<file path="src/assert_macros.svh">
// ----------------------------------------------------------------------------
// Assertion macros
// Shared wrappers for the concurrent checks, clocked on clk and reset by arst_n.
// ----------------------------------------------------------------------------
`ifndef ASSERT_MACROS_SVH
`define ASSERT_MACROS_SVH

// The consequent is checked in the same cycle as the antecedent.
`define ICV_ASSERT_IMPL(name, ante, cons, msg) \
	name: assert property (@(posedge clk) disable iff (!arst_n) (ante) |-> (cons)) \
		else $error(msg);

// The consequent is checked in the cycle after the antecedent.
`define ICV_ASSERT_NEXT(name, ante, cons, msg) \
	name: assert property (@(posedge clk) disable iff (!arst_n) (ante) |=> (cons)) \
		else $error(msg);

`endif

</file>
<file path="src/icv_pkg.sv">
// ----------------------------------------------------------------------------
// 3x3 convolution package
// Types, sizes and codes shared by the convolution block and its submodules.
// ----------------------------------------------------------------------------
package icv_pkg;

	localparam int MAX_WIDTH = 1024;
	localparam int COL_W     = $clog2(MAX_WIDTH);
	localparam int CHANNELS  = 3;
	localparam int PIX_W     = 8 * CHANNELS;
	localparam int TAPS      = 3;
	localparam int PADDR_W   = 5;

	localparam int PIX_MAX     = 255;
	localparam int BOX_BIAS    = 4;
	localparam int BOX_RECIP   = 3641;
	localparam int BOX_SHIFT   = 15;
	localparam int GAUSS_BIAS  = 8;
	localparam int GAUSS_SHIFT = 4;

	typedef logic [PIX_W-1:0] pix_t;

	typedef struct packed {
		pix_t top;
		pix_t mid;
		pix_t bot;
	} col_t;

	typedef col_t [TAPS-1:0] win_t;

	typedef logic signed [13:0] sum_t;
	typedef sum_t [CHANNELS-1:0] sums_t;

	typedef enum logic [1:0] {
		FM_EDGE,
		FM_SHARPEN,
		FM_BOX,
		FM_GAUSS
	} filter_mode_t;

	typedef enum logic [2:0] {
		REG_FILTER_MODE,
		REG_IMAGE_WIDTH,
		REG_IMAGE_HEIGHT,
		REG_SEL_LEFT,
		REG_SEL_RIGHT,
		REG_SEL_TOP,
		REG_SEL_BOTTOM
	} reg_idx_t;

endpackage

</file>
<file path="src/icv_cell.sv">
// ----------------------------------------------------------------------------
// Window cell
// Holds one three-pixel column of the window and passes it to its neighbor.
// ----------------------------------------------------------------------------
module icv_cell
	import icv_pkg::*;
(
	input  logic clk,
	input  logic arst_n,
	input  logic shift_en,
	input  col_t col_in,
	output col_t col_out
);

	col_t col_q;

	always_ff @(posedge clk or negedge arst_n) begin
		if (!arst_n) begin
			col_q <= '0;
		end else if (shift_en) begin
			col_q <= col_in;
		end
	end

	assign col_out = col_q;

endmodule

</file>
<file path="config.mk">
export PLATFORM = sky130hd
export DESIGN_NAME = icv_cell
export DESIGN_NICKNAME = d
export VERILOG_FILES = /design/src/assert_macros.svh /design/src/icv_pkg.sv /design/src/icv_cell.sv
export SDC_FILE = /design/constraint.sdc
export NUM_CORES = 1
export LEC_CHECK = 0
export ABC_AREA = 1
export BUFFER_PORTS_ARGS = -buffer_cell sky130_fd_sc_hd__buf_2
export CAP_MARGIN = 0
export CORE_UTILIZATION = 40
export DETAILED_ROUTE_END_ITERATION = 7
export GPL_ROUTABILITY_DRIVEN = 0
export PLACE_DENSITY = 0.86
export SLEW_MARGIN = 40
export SYNTH_ARGS = -nofsm -noshare
export SYNTH_HDL_FRONTEND = slang
export SYNTH_SLANG_ARGS = --single-unit
</file>
<file path="constraint.sdc">
create_clock -name clk -period 0.8 [get_ports clk]
set_input_delay 0.04 -clock clk [delete_from_list [all_inputs] [get_ports clk]]
set_output_delay 0.04 -clock clk [all_outputs]
set_load 0.05 [all_outputs]
</file>
==> metrics.yaml <==
clocking:
  cts_max_path_buffers: 2
  clkLatencyLatePin_ns: 0.32
  cts_root_buf: "clkbuf_8"
  clk_pin_slew_ns: 0.08
  cts_sinks: 72
  tritoncts: "done"
  htreeDepth: 3
  numCtsBuffers: 9
logic_synthesis:
  synth_cell_types: 6
  synth-xor-area-share: 0
  muxShareOfSynthArea: 0
  ys_seq_area_frac: 0.655
  syn_inst: 304
  ys_warn_count: 0
  yosys.area_share.simple: 0.295
  synth_compound_area_frac: 0
  ys_ff_latch: 72
  synth_top_family_by_area: "simple AND/OR/NAND/NOR gates"
  syn_avg_cell_area_um2: 9.04
  syn_nets: 379
  synth_area_um2: 2750
  synthAdderAreaFrac: 0
setup_path:
  arrival_ns: 0.91
  critPathLaunchType: "flop"
  cp.required_ns: 0.76
  path_buf_inv: 1
  critPathCaptureType: "output pin"
  timing_worst_setup_path_type: "flop to output pin"
  path_max_fanout: 2
  crit_start: "col_out[15]"
  cp_top_family: "flip-flops"
  crit_slowest_cell: "dfrtp_2"
  crit_chain: "buf_8"
  r2r_start: "col_out[15]"
  slowest_delay_ns: 0.43
detailed_routing:
  vias: 2860
  firstDrtPassIters: 6
  drt_iter0_markers: 121
  drc: 10
  wl_mm: 9.15
  ant_nets: 0
  vias_per_cell: 4.66
  wl_per_cell_um: 14.9
power:
  p_per_area_nw_per_um2: 1930
  max-vdd-ir-drop_uv: 1190
  power_mw: 9.81
  leakagePower_nw: 2.65
sta:
  tightest_slew_ns: 0.198
  maxSlewViolCount: 0
  rsz0062_at_grt: "true"
  period_share: 1.19
  finalWorstSetupSlack_ns: -0.154
  max_freq_ghz: 1.05
  setup-violations-final: 72
  timing_hold_violations_final: 0
  fin_skew_ns: 0
  whs_ns: 0.200
  fin_crit_ns: 0.954
  slew_headroom: 0.868
floorplan:
  row_count: 29
  die_w_um: 84.9
  fp.dieH_um: 84.9
  die_area_um2: 7210
  initial_core_util: 0.423
  io_pins: 147
  core_area_um2: 6490
cells_and_area:
  fin_nets: 610
  syn_to_final_growth_pct: 85.1
  fin_util: 0.783
  antennaDiodeCount: 0
  final_common_cell: "nand2_1"
  final_area_um2: 5090
  drive_gt1_frac: 0.462
  largest_register_ffs: 72
  mostFrequentLayoutCells: "215 x nand2_1, 74 x buf_2, 73 x dlygate4sd3_1, 72 x dfrtp_2, 71 x buf_6"
global_route:
  busiest_layer: "met2"
  grt_start_max_net_pins: 41
  grt_usage: 0.264
  grt-ovfl-total: 0
  grt_use_met2: 0.511
  use_met1: 0.266
  grt_util_met3: 0.0603
  antenna_found_initial: 0
  grt_pass1_wl_mm: 14.5
  grt_pass1_vias: 3067
outcome:
  run_status: "complete, but fails checks"
  violations: "DRC, setup timing"
hold_path:
  hold_path_startpoint: "shift_en"
  hp-class: "input port to flop"
placement:
  place_area_um2: 3660
  dp_hpwl_mm: 4.52
  port_buffers: 146
flow_run:
  drv_cap: 0
==> cell type report <==
type,count,area [µm²]
fillers,393,1410
inverters,1,8.76
repair buffers,235,2120
well taps,77,96.3
clock buffers,12,155
clock inverters,1,5.00
flip-flops and latches,72,1890
multi-input cells,216,813
==> worst register-to-register path: cells and delay by family, from the launching register on <==
family	cells	cell delay (ns)
buffers and inverters	1	0.13
flip-flops	1	0.43
AND/OR/NAND/NOR	2	0.11
==> cells in the mapped netlist <==
library cell | instances | share of area
buf_2 | 6 | 0.011
buf_4 | 1 | 0.0027
buf_6 | 8 | 0.033
dfrtp_1 | 72 | 0.66
inv_6 | 1 | 0.0032
nand2_1 | 216 | 0.29
==> metrics by stage <==
step	TNS, ns	cells	setup slack, ns
2_1_floorplan	0	304	0.0501
3_3_place_gp	0	518	0.125
3_5_place_dp	0	518	0.0894
4_1_cts	-10.43	607	-0.158
5_1_grt	-11.95	614	-0.182
6_report	-9.45	614	-0.154
==> worst paths after layout <==
path,endpoint,depth (start not counted),slack (ns)
setup / recovery,col_out[15],1,-0.15
hold / removal,col_out[51],4,0.20
setup reg to reg,col_out[15],3,0.02
hold reg to reg,col_out[41],2,0.49
max in group asynchronous,col_out[30],3,0.29
min in group asynchronous,col_out[54],3,0.28
==> report_power, final <==
group | leakage (nW) | total [mW] | switching (mW) | internal, mW
Clock | 0.0842 | 2.42 | 1.18 | 1.24
Sequential | 0.795 | 4.29 | 0.271 | 4.02
Combinational | 1.77 | 3.09 | 1.85 | 1.24
Total | 2.65 | 9.81 | 3.30 | 6.51
==> per-layer routing <==
metal	routed length, µm	vias up
li1	-	1363
met1	3250	1342
met2	5020	125
met3	544	30
met4	333	0
met5	0	-
==> what timing repair did <==
| action | 4_1_cts | 5_1_grt |
|---|---|---|
| endpoints found under the hold margin | 144 | 0 |
| gates cloned | 0 | 0 |
| hold buffers | 73 | 0 |
| endpoints found under the setup margin | 72 | 73 |
| resized for setup | 144 | 4 |
| pin swaps | 0 | 1 |
| setup buffers | 3 | 8 |
==> cells by family (layout without fill, tap and decap cells) <==
logic type | after synthesis | count (layout)
buffers and inverters | 16 | 249
DFF | 72 | 72
and+or+nand+nor | 216 | 216
(Power assumes the default switching activity.)
