File: src/assert_macros.svh
// ----------------------------------------------------------------------------
// Assertion macros
// Shared wrappers for the concurrent checks, clocked on clk and reset by arst_n.
// ----------------------------------------------------------------------------
`ifndef ASSERT_MACROS_SVH
`define ASSERT_MACROS_SVH

// The consequent is checked in the same cycle as the antecedent.
`define ICV_ASSERT_IMPL(name, ante, cons, msg) \
	name: assert property (@(posedge clk) disable iff (!arst_n) (ante) |-> (cons)) \
		else $error(msg);

// The consequent is checked in the cycle after the antecedent.
`define ICV_ASSERT_NEXT(name, ante, cons, msg) \
	name: assert property (@(posedge clk) disable iff (!arst_n) (ante) |=> (cons)) \
		else $error(msg);

`endif

File: src/icv_pkg.sv
// ----------------------------------------------------------------------------
// 3x3 convolution package
// Types, sizes and codes shared by the convolution block and its submodules.
// ----------------------------------------------------------------------------
package icv_pkg;

	localparam int MAX_WIDTH = 1024;
	localparam int COL_W     = $clog2(MAX_WIDTH);
	localparam int CHANNELS  = 3;
	localparam int PIX_W     = 8 * CHANNELS;
	localparam int TAPS      = 3;
	localparam int PADDR_W   = 5;

	localparam int PIX_MAX     = 255;
	localparam int BOX_BIAS    = 4;
	localparam int BOX_RECIP   = 3641;
	localparam int BOX_SHIFT   = 15;
	localparam int GAUSS_BIAS  = 8;
	localparam int GAUSS_SHIFT = 4;

	typedef logic [PIX_W-1:0] pix_t;

	typedef struct packed {
		pix_t top;
		pix_t mid;
		pix_t bot;
	} col_t;

	typedef col_t [TAPS-1:0] win_t;

	typedef logic signed [13:0] sum_t;
	typedef sum_t [CHANNELS-1:0] sums_t;

	typedef enum logic [1:0] {
		FM_EDGE,
		FM_SHARPEN,
		FM_BOX,
		FM_GAUSS
	} filter_mode_t;

	typedef enum logic [2:0] {
		REG_FILTER_MODE,
		REG_IMAGE_WIDTH,
		REG_IMAGE_HEIGHT,
		REG_SEL_LEFT,
		REG_SEL_RIGHT,
		REG_SEL_TOP,
		REG_SEL_BOTTOM
	} reg_idx_t;

endpackage

File: src/icv_kernel.sv
// ----------------------------------------------------------------------------
// Kernel sums
// Weighted sums of the 3x3 window for each color channel and filter mode.
// ----------------------------------------------------------------------------
module icv_kernel
	import icv_pkg::*;
(
	input  win_t         win,
	input  filter_mode_t mode,
	output sums_t        sums
);

	logic [7:0] ctr  [CHANNELS];
	logic [9:0] edg  [CHANNELS];
	logic [9:0] cnr  [CHANNELS];

	function automatic logic [7:0] chan(pix_t p, int ch);
		return p[8*(CHANNELS-1-ch) +: 8];
	endfunction

	function automatic sum_t chan_sum(filter_mode_t m, logic [7:0] c8, logic [9:0] e10,
		logic [9:0] k10);
		sum_t c;
		sum_t e;
		sum_t k;
		sum_t s;
		c = sum_t'({6'd0, c8});
		e = sum_t'({4'd0, e10});
		k = sum_t'({4'd0, k10});
		case (m)
			FM_EDGE:    s = (c <<< 3) - e - k;
			FM_SHARPEN: s = (c <<< 2) + c - e;
			FM_BOX:     s = c + e + k;
			FM_GAUSS:   s = (c <<< 2) + (e <<< 1) + k;
			default:    s = c;
		endcase
		return s;
	endfunction

	always_comb begin
		for (int ch = 0; ch < CHANNELS; ch++) begin
			ctr[ch] = chan(win[1].mid, ch);
			edg[ch] = 10'(chan(win[1].top, ch)) + 10'(chan(win[1].bot, ch))
				+ 10'(chan(win[0].mid, ch)) + 10'(chan(win[2].mid, ch));
			cnr[ch] = 10'(chan(win[0].top, ch)) + 10'(chan(win[0].bot, ch))
				+ 10'(chan(win[2].top, ch)) + 10'(chan(win[2].bot, ch));
			sums[ch] = chan_sum(mode, ctr[ch], edg[ch], cnr[ch]);
		end
	end

endmodule

File: config.mk
export PLATFORM = sky130hd
export DESIGN_NAME = icv_kernel
export DESIGN_NICKNAME = d
export VERILOG_FILES = /design/src/assert_macros.svh /design/src/icv_pkg.sv /design/src/icv_kernel.sv
export SDC_FILE = /design/constraint.sdc
export NUM_CORES = 1
export LEC_CHECK = 0
export CAP_MARGIN = 0
export CORE_MARGIN = 2
export CORE_UTILIZATION = 50
export DETAILED_ROUTE_END_ITERATION = 8
export DONT_BUFFER_PORTS = 1
export PLACE_DENSITY = 0.64
export SLEW_MARGIN = 20
export SYNTH_ARGS = -nofsm -noshare
export SYNTH_HDL_FRONTEND = slang
export SYNTH_SLANG_ARGS = --single-unit
File: constraint.sdc
create_clock -name vclk -period 10.5
set_clock_uncertainty 0.1 [all_clocks]
set_input_delay 2.625 -clock vclk [all_inputs]
set_output_delay 2.625 -clock vclk [all_outputs]
set_load 0.1 [all_outputs]
==> impl_metrics.tcl <==
set metrics [dict create \
    layout.sequential_cells 0 \
    drt-vias-per-instance 5.384 \
    chipHeight_um 162.7 \
    core.rowCount 58 \
    synth.top_cells.by_area "sky130_fd_sc_hd__fa_1, sky130_fd_sc_hd__ha_1, sky130_fd_sc_hd__inv_1" \
    num_antenna_cells 0 \
    hold_path_end "sums[9]" \
    netlist-cell-type-count 60 \
    fp.coreArea_um2 24960 \
    netlist_instances 1491 \
    route.detailed.drc 0 \
    drt_iter0_drc 357 \
    synth-seq-area-share_pct 0 \
    post_route_antenna_net_violation_count 0 \
    worstPathMaxFanout 4 \
    detailedRoute.firstPassIterationCount 5 \
    clock_buffer_cells 0 \
    hold-path-cell-count 2 \
    synth_nets 2093 \
    timing.critical_path.to_type "primary output" \
    holdCritStartpoint "mode[1]" \
    num_vias 10270 \
    cp_max_stage_cell "sky130_fd_sc_hd__fa_1" \
    drive_gt1_share_pct 15.54 \
    area_growth_syn_to_layout_pct 14.98 \
    antenna_found_initial 0 \
    post_synthesis_cell_area_um2 12590 \
    globalRoute.totalOverflow 0 \
    run_status "complete, but fails checks" \
    initial_core_util_pct 50.45 \
    io_buffer_count 0 \
    post_synth.cell_area_avg_um2 8.447 \
    rsz0062_at_grt "yes" \
    grt_first_pass_wirelength_um 49070 \
    post-route-worst-setup-slack_ps -10.86 \
    worst-endpoint-arrival_ps 7790 \
    dp_hpwl_um 27070 \
    violations "negative setup slack" \
    timing.final.max_slew_violations 0 \
    synth_top_area_share_pct 27.18 \
    worst_ep_required_time_ps 7780 \
    critical-path-max-stage-delay_ps 540 \
    die_x_um 162.7 \
    grt_max_degree 33 \
    worst-slew-pin-transition_ps 1111 \
    max_freq_ghz 0.09514 \
    die-area_um2 26470 \
    overall_routed_net_length_um 30610 \
    synth_top_cell_by_area "sky130_fd_sc_hd__fa_1" \
    post_drt_wl_per_cell_um 16.05 \
    globalRouteTotalUtil_pct 22.61 \
    min_period_over_period_pct 100.1 \
    layout_commonest_cell "sky130_fd_sc_hd__inv_1" \
    timing.final.setup_violations 1 \
    post_dp_cell_area_um2 14170 \
    critical_path_launch_point_type "input pin" \
    grt_pass1_vias 10430 \
    hold_viol 0 \
    timing_worst_setup_path_type "in2out" \
    final_stage_net_count 2181 \
    seqCellArea_um2 0 \
    mostFrequentLayoutCells "sky130_fd_sc_hd__inv_1, sky130_fd_sc_hd__ha_1, sky130_fd_sc_hd__fa_1" \
    final_cell_area_um2 14480 \
    synth_warnings 0 \
    pin_count 260 \
    gpl.final_weighted_congestion 0.9067 \
    worst_slew_margin_rel_pct 25.89 \
    cap_viol_max_count 0 \
    post-route-min-period_ps 10510 \
    min-delay-path-class "in2out" \
]
[logic make-up after synthesis]
logic type	Yosys count	share of synthesized area [%]
AOI/OAI and AO/OA	331	16.81
buffers and inverters	367	11.03
xor gates and xnor gates	151	10.62
adders and majority gates	391	48.92
and+or+nand+nor	224	8.365
muxes	27	4.262
[through the flow]
step                      worst slack, ps  hold WS (ps)  TNS, ps  std cells  utilization (%)
final                              -10.86          5375   -10.86       1907            58.01
after global routing               -219.3          5374   -712.7       1907            58.01
after CTS                          -39.00          5389   -39.00       1901            56.97
after detailed placement           -171.6          5389   -319.2       1896            56.75
after global placement             -73.49          5390   -82.29       1896            56.75
after floorplan                    -437.2          5563    -1204       1491                -
[synth_stat cells (all sizes together), types with 25 or more instances]
cell type  instances
fa               171
nor2              77
nand2             51
xor2              48
inv              352
ha               213
a21oi            106
a21o              48
xnor2            103
o21ai             66
o21bai            32
nor3              25
[worst max-delay path by stage]
| stage | start | end | slack, ps | cells after the start |
|---|---|---|---|---|
| 2_1_floorplan | win[41] | sums[13] | -440 | 21 |
| 3_3_place_gp | win[41] | sums[11] | -70 | 23 |
| 3_5_place_dp | win[41] | sums[11] | -170 | 23 |
| 4_1_cts | win[41] | sums[11] | -40 | 25 |
| 5_1_grt | win[41] | sums[11] | -220 | 25 |
| 6_report | win[41] | sums[11] | -10 | 25 |
[critical path: cells and delay by family]
kind	cells	cell delay, ps
XOR/XNOR	1	90
adder cells (fa/ha/maj)	8	2830
buffers and inverters	4	390
AND/OR/NAND/NOR	5	780
AO/OA/AOI/OAI	7	1050
[cell type report]
cell class | instances | area (um2)
Tap cell | 330 | 412.9
Inverter | 352 | 1336
Multi-Input combinational cell | 1124 | 11780
Timing Repair Buffer | 101 | 953.4
Fill cell | 2330 | 10480
[layer usage]
layer | GRT usage [%] | wire length [um] | vias up
met5 | 0 | 0 | -
met3 | 2.215 | 1489 | 32
met4 | 3.138 | 414 | 0
met2 | 41.87 | 15650 | 243
met1 | 29.12 | 13050 | 4903
li1 | - | - | 5089
[timing repair]
item	4_1_cts	5_1_grt
hold buffers	0	0
pin swaps	10	23
resized for setup	6	51
endpoints found under the setup margin	4	14
buffers inserted	5	7
Power is not shown: default switching activity piles up to over one toggle a cycle in this logic, so the estimate is an artifact.
