**src/assert_macros.svh**
```systemverilog
// ----------------------------------------------------------------------------
// Assertion macros
// Shared wrappers for the concurrent checks, clocked on clk and reset by arst_n.
// ----------------------------------------------------------------------------
`ifndef ASSERT_MACROS_SVH
`define ASSERT_MACROS_SVH

// The consequent is checked in the same cycle as the antecedent.
`define ICV_ASSERT_IMPL(name, ante, cons, msg) \
	name: assert property (@(posedge clk) disable iff (!arst_n) (ante) |-> (cons)) \
		else $error(msg);

// The consequent is checked in the cycle after the antecedent.
`define ICV_ASSERT_NEXT(name, ante, cons, msg) \
	name: assert property (@(posedge clk) disable iff (!arst_n) (ante) |=> (cons)) \
		else $error(msg);

`endif

```
**src/icv_ram.sv**
```systemverilog
// ----------------------------------------------------------------------------
// Generic RAM
// One write port and one read port with a registered, enabled read.
// ----------------------------------------------------------------------------
module icv_ram #(
	parameter int WIDTH = 8,
	parameter int DEPTH = 16
) (
	input  logic                     clk,
	input  logic                     we,
	input  logic [$clog2(DEPTH)-1:0] waddr,
	input  logic [WIDTH-1:0]         wdata,
	input  logic                     re,
	input  logic [$clog2(DEPTH)-1:0] raddr,
	output logic [WIDTH-1:0]         rdata
);

	logic [WIDTH-1:0] mem [DEPTH];

	always_ff @(posedge clk) begin
		if (we) begin
			mem[waddr] <= wdata;
		end
		if (re) begin
			rdata <= mem[raddr];
		end
	end

endmodule

```
**config.mk**
```make
export PLATFORM = sky130hd
export DESIGN_NAME = icv_ram
export DESIGN_NICKNAME = d
export VERILOG_FILES = /design/src/assert_macros.svh /design/src/icv_ram.sv
export SDC_FILE = /design/constraint.sdc
export NUM_CORES = 1
export LEC_CHECK = 0
export BUFFER_PORTS_ARGS = -buffer_cell sky130_fd_sc_hd__buf_2
export CAP_MARGIN = 30
export CORE_AREA = 2 2 98 100
export CTS_CLUSTER_SIZE = 40
export DETAILED_ROUTE_END_ITERATION = 8
export DIE_AREA = 0 0 100 102
export PLACE_DENSITY = 0.75
export SYNTH_ARGS = -nofsm -noshare
export SYNTH_HDL_FRONTEND = slang
export SYNTH_SLANG_ARGS = --single-unit
export TNS_END_PERCENT = 20
```
**constraint.sdc**
```tcl
create_clock -name clk -period 2.8 [get_ports clk]
set_input_delay 0.28 -clock clk [delete_from_list [all_inputs] [get_ports clk]]
set_output_delay 0.28 -clock clk [all_outputs]
set_load 0.1 [all_outputs]
```
==> results.cfg, run 1 <==
[outcome]
run_status = finished clean

[routing]
routed_wire_length_per_instance_um = 24.6
ant_nets = 0
remaining_drc_errors = 0
routed_wirelength_um = 9750
drt_iter0_drc = 174
viasPerCell = 6.14
first_pass_iters = 4
detailroute.via_count = 2436

[placed_design]
io_buffer_count = 26
place.gp.congestion = 0.750
place.detailed.hpwl_um = 6000

[clocking]
cts.root.buffer_cell = sky130_fd_sc_hd__clkbuf_8
cts.hold.buffers_added = 0
clock-sinks = 136
cts-root-to-sink-buffers = 2
post_cts_buffers = 0
cts_tree = yes
cts.reportedPaths.clkPinSlew_ps = 60
tritoncts.num_buffers = 17
clock_latency_ps = 520
cts_repair_resize_count = 0
h-tree-depth = 4

[yosys]
ys_seq_elements = 136
synthesis.nets = 248
yosys_warnings = 0
cell_area_after_synthesis_mm2 = 0.00523
syn-mean-instance-area_um2 = 22.8
ys_seq_area_share_pct = 78.1
postSynthCellCount = 229
synth_cell_type_count = 18

[run]
drv.max_cap_violation_count = 0

[setup_path]
critical_path_arrival_ps = 1370
worstSetupPathType = flop to output pin
critPathMaxFanout = 1
cpLargestDelayFamily = buffers and inverters
crit_chain = buf_2
critical_path.startpoint_type = flop
critPathRequiredTime_ps = 2520
regToRegStartpoint = mem[3][4]
setup.worst_path.end_class = output pin
timing.critical_path.buf_inv = 1
slowest_stage = sky130_fd_sc_hd__buf_2
critical-path-max-stage-delay_ps = 450
worstSetupStartpoint = rdata[6]

[final_layout]
layout.nets = 293
antennaDiodeCount = 0
utilization_pct = 65.8
highest_count_cells_in_the_layout_ignoring_fill_and_taps = sky130_fd_sc_hd__edfxtp_1, sky130_fd_sc_hd__buf_2, sky130_fd_sc_hd__mux4_2, sky130_fd_sc_hd__a22oi_1, sky130_fd_sc_hd__clkbuf_16
layout_commonest_cell = sky130_fd_sc_hd__edfxtp_1
nFillCells = 616
drive_above_1_share_pct = 28.0
flow.area_growth_from_synthesis_pct = 14.7

[die]
coreArea_mm2 = 0.00911
core.rowCount = 35
io_pins = 27
die-height_um = 102
initial_utilization_pct = 57.4
fp.dieArea_mm2 = 0.0102
fp.dieW_um = 100

[timing]
final.hold.worst_slack_ps = 132
final_hold_viol_count = 0
slew-limit-headroom_pct = 40.1
grt_setup_unrepaired = false
setup-violations-final = 0
timing_max_transition_violations_final = 0
fin_worst_skew_ps = 6.59
post-route-min-period_ps = 1650
fmaxAchievable_mhz = 606
tightest_slew_ps = 895
share_of_the_clock_period_used_by_the_worst_path_pct = 59.0
timing.setup.tns_ps = 0

[global_routing]
gr-total-overflow = 0
grt_start_max_net_pins = 23
grt_pass1_vias = 2511
grt_pass1_wl_um = 14800
grt_antenna_before_repair = 0
grt.total_usage_pct = 21.3

[pwr]
static_leakage_uw = 0.00200
ir_drop_worst_case_vdd_mv = 0.404
power_dens_cells_mw_per_mm2 = 751

[min_path]
hold_path.class = input port to flop
holdCritStartpoint = re
## kinds of logic (layout without fill, tap and decap cells)
| kind of cell | Yosys count | after routing | synth area share [%] |
|---|---|---|---|
| buf+inv | 10 | 67 | 1.65 |
| compound gates | 16 | 16 | 2.30 |
| flops | 136 | 136 | 78.1 |
| simple gates | 35 | 35 | 3.14 |
| mux | 32 | 32 | 14.8 |
## per-layer routing
metal	part of all wire (%)	wire, um	global-route usage (%)	vias to the layer above
met5	0	0	0	-
met3	5.2	503	5.95	16
met1	42	4060	28.0	1271
met4	1.9	181	9.38	0
li1	-	-	-	1073
met2	51	5010	34.1	76
## through the flow
step / cells / instance area, um2 / power (uW) / setup WS (ps)
2_1_floorplan: 229 / 5230 / 2530 / 1030
3_3_place_gp: 366 / 5490 / 2610 / 824
3_5_place_dp: 366 / 5490 / 2620 / 785
4_1_cts: 397 / 5990 / 4520 / 1120
5_1_grt: 397 / 5990 / 4630 / 1120
6_report: 397 / 5990 / 4500 / 1150
## path summary, 6_finish.rpt
check | to | slack [ps] | cells after the start
setup / recovery | rdata[6] | 1150 | 1
hold / removal | rdata[0] | 130 | 1
setup reg to reg | rdata[4] | 1260 | 3
hold reg to reg | rdata[6] | 760 | 3
## area by class of cell
class,count,area [um2],area share (%)
Sequential cell,136,4080,68.1
Clock buffer,20,425,7.10
Tap cell,111,139,2.32
Timing Repair Buffer,36,205,3.42
Clock inverter,11,83.8,1.40
Multi-Input combinational cell,83,1060,17.6
## sequential cells by signal, summed over array words and instances (netlist names)
register,flops
mem,128
rdata,8
## cell usage after synthesis (all sizes together)
library cell | count | area (um2)
nor2b | 1 | 6.26
nand2b | 2 | 12.5
nand3b | 2 | 15.0
nand3 | 1 | 5.00
nor2 | 13 | 48.8
mux4 | 32 | 773
nor3 | 4 | 20.0
and2b | 1 | 7.51
or3b | 1 | 8.76
buf | 7 | 56.3
edfxtp | 136 | 4080
a22oi | 16 | 120
clkdlybuf4s25 | 3 | 30.0
and2 | 1 | 6.26
nand2 | 9 | 33.8
## report_power, final
part	leakage (uW)	internal, uW	switching [uW]	total [uW]
registers	0.00124	2300	13.5	2310
logic	0.000525	83.2	186	269
clock network	0.000243	1150	769	1920
total	0.00200	3530	968	4500
Power figures use the tool's default switching activity.
==> run 2, diff against run 1 <==
- ABC_AREA: unset -> 1
- CORE_AREA: 2 2 98 100 -> 2 2 103 105
- DIE_AREA: 0 0 100 102 -> 0 0 105 107
- PLACE_DENSITY: 0.75 -> 0.76
- clock period: 2.8 -> 1.58 ns (I/O delays scaled with it)
==> results.cfg, run 2 <==
[yosys]
post_synth_main_area_contributors = sky130_fd_sc_hd__edfxtp_1, sky130_fd_sc_hd__nand2_1, sky130_fd_sc_hd__nand3_1
postSynth.topFlopCell = sky130_fd_sc_hd__edfxtp_1
syn-mean-instance-area_um2 = 10.6
synth-edff-count = 136
postSynthCellCount = 551
ys_seq_elements = 136
synth_area_leader_cell = sky130_fd_sc_hd__edfxtp_1
cell_area_after_synthesis_mm2 = 0.00585
post-synth-top-count-cell = sky130_fd_sc_hd__nand2_1
yosys_warnings = 0
netlist.area_leader.share_pct = 69.8
synth-async-reset-ratio_pct = 0
yosys-top-cells-count = sky130_fd_sc_hd__nand2_1, sky130_fd_sc_hd__edfxtp_1, sky130_fd_sc_hd__inv_1, sky130_fd_sc_hd__nand3_1, sky130_fd_sc_hd__nor2_1
synth_cell_type_count = 11
synthesis.nets = 570
ys_seq_area_share_pct = 69.8

[min_path]
hold_path_depth = 1
hold_path.class = input port to flop

[setup_path]
critical_path_arrival_ps = 1330
critPathMaxFanout = 1
worstSetupPathType = flop to output pin
critical-path-max-stage-delay_ps = 440
timing.critical_path.buf_inv = 1
crit_chain = buf_2
critical_path.startpoint_type = flop
slowest_stage = sky130_fd_sc_hd__buf_2
cp_num_cells = 1
cpLargestDelayFamily = buffers and inverters
rr_worst_depth = 6
critPathRequiredTime_ps = 1420
setup.worst_path.end_class = output pin

[final_layout]
largest_registers = mem (128), rdata (8)
antennaDiodeCount = 0
nFillCells = 757
largest_register = mem
flow.area_growth_from_synthesis_pct = 14.9
highest_count_cells_in_the_layout_ignoring_fill_and_taps = sky130_fd_sc_hd__nand2_1, sky130_fd_sc_hd__edfxtp_1, sky130_fd_sc_hd__inv_1, sky130_fd_sc_hd__nand3_1, sky130_fd_sc_hd__buf_2
finish.instance_area_mm2 = 0.00672
layout_commonest_cell = sky130_fd_sc_hd__nand2_1
layout.nets = 616
largest_reg_flops = 128
drive_above_1_share_pct = 12.6

[placed_design]
place.gp.congestion = 0.954
io_buffer_count = 26
dpl_cell_area_mm2 = 0.00620
place.detailed.hpwl_um = 7920

[die]
coreArea_mm2 = 0.0101
fp.dieW_um = 105
core.rowCount = 37
fp.dieArea_mm2 = 0.0112
initial_utilization_pct = 57.9
io_pins = 27
die-height_um = 107

[timing]
share_of_the_clock_period_used_by_the_worst_path_pct = 94.1
post-route-min-period_ps = 1490
slew-limit-headroom_pct = 59.2
fin_worst_skew_ps = 14.9
timing.setup.tns_ps = 0
final_hold_viol_count = 0
setup-violations-final = 0
final.hold.worst_slack_ps = 74.7
timing_max_transition_violations_final = 0
grt_setup_unrepaired = false
tightest_slew_ps = 610
fmaxAchievable_mhz = 672

[global_routing]
gr-total-overflow = 0
grt_pass1_vias = 3931
grt_start_max_net_pins = 33
grt_antenna_before_repair = 0
grt.total_usage_pct = 24.8
grt_pass1_wl_um = 20400

[clocking]
cts.reportedPaths.clkPinSlew_ps = 60
cts-root-to-sink-buffers = 2
cts_tree = yes
h-tree-depth = 4
cts_repair_resize_count = 0
clock-sinks = 136
cts.root.buffer_cell = sky130_fd_sc_hd__clkbuf_8
clock_latency_ps = 510
tritoncts.num_buffers = 17

[routing]
routed_wirelength_um = 12800
drt_iter0_drc = 394
routed_wire_length_per_instance_um = 17.2
viasPerCell = 5.27
remaining_drc_errors = 0
detailroute.via_count = 3924
ant_nets = 0
first_pass_iters = 6

[pwr]
power_dens_cells_mw_per_mm2 = 1210
ir_drop_worst_case_vdd_mv = 0.791
static_leakage_uw = 0.00292

[run]
drv.max_cap_violation_count = 0

[outcome]
run_status = finished clean
-- run 2: changes by cell type in the layout (fill, tap and decap cells not counted), moves of 3 or more --
cell,previous run,this run
sky130_fd_sc_hd__buf_4,10,21
sky130_fd_sc_hd__nand2_1,9,173
sky130_fd_sc_hd__a22oi_1,16,0
sky130_fd_sc_hd__inv_1,0,100
sky130_fd_sc_hd__buf_12,0,3
sky130_fd_sc_hd__nor3_1,4,0
sky130_fd_sc_hd__nand3_1,1,97
sky130_fd_sc_hd__mux4_2,18,0
sky130_fd_sc_hd__mux4_1,14,0
sky130_fd_sc_hd__nor2_1,13,17
-- run 2: worst paths after layout --
path,start,to,slack (ps)
max,rdata[1],rdata[1],90
min reg2reg,mem[12][5],rdata[5],730
max reg2reg,mem[3][6],rdata[6],440
min,wdata[2],mem[9][2],70
-- run 2: area by class of cell --
type	count	area, um2	area share [%]
inverter	102	383	5.70
clock inverter	13	88.8	1.32
sequential	136	4080	60.8
tap	136	170	2.53
multi-input combinational	289	1210	18.1
timing repair buffer	51	358	5.33
clock buffer	18	418	6.22
-- run 2: metal layers --
metal	track usage, %	wire, um	part of all wire (%)	vias up
met4	9.71	228	1.8	0
met5	0	0	0	-
met2	39.7	6280	49	201
met3	5.35	1100	8.6	18
li1	-	-	-	1868
met1	33.4	5220	41	1837
-- run 2: repair_timing --
item / in CTS / in global routing
hold buffers: 1 / 0
buffers inserted: 0 / 0
hold endpoints to repair: 8 / 0
-- run 2: power breakdown --
group | total, uW | switching [uW] | leakage [uW] | internal (uW)
combinational | 620 | 467 | 0.00144 | 153
clock | 3380 | 1360 | 0.000247 | 2030
sequential | 4090 | 25.6 | 0.00124 | 4070
total | 8100 | 1850 | 0.00292 | 6250
-- run 2: through the flow --
step | utilization, % | power (uW) | cells | setup slack (ps)
after global routing | 66.5 | 8360 | 745 | 53.5
after floorplan | - | 4570 | 551 | 471
after CTS | 66.5 | 8130 | 745 | 72.5
after detailed placement | 61.4 | 4780 | 713 | 218
final | 66.5 | 8100 | 745 | 93.0
after global placement | 61.4 | 4760 | 713 | 230
-- run 2: kinds of logic (layout without fill, tap and decap cells) --
| logic type | count (synthesis) | in the layout | synth area share (%) |
|---|---|---|---|
| AND/OR/NAND/NOR | 289 | 289 | 20.8 |
| buffers and inverters | 126 | 184 | 9.39 |
| flip-flops | 136 | 136 | 69.8 |
-- run 2: worst reg2reg max path, stage by stage, from the launching register on --
cell	delay, ps
sky130_fd_sc_hd__edfxtp_1	370
sky130_fd_sc_hd__nand2_1	90
sky130_fd_sc_hd__nand2_1	60
sky130_fd_sc_hd__nand2_1	70
sky130_fd_sc_hd__nand3_1	90
sky130_fd_sc_hd__nand3_1	160
sky130_fd_sc_hd__nand2_1	70
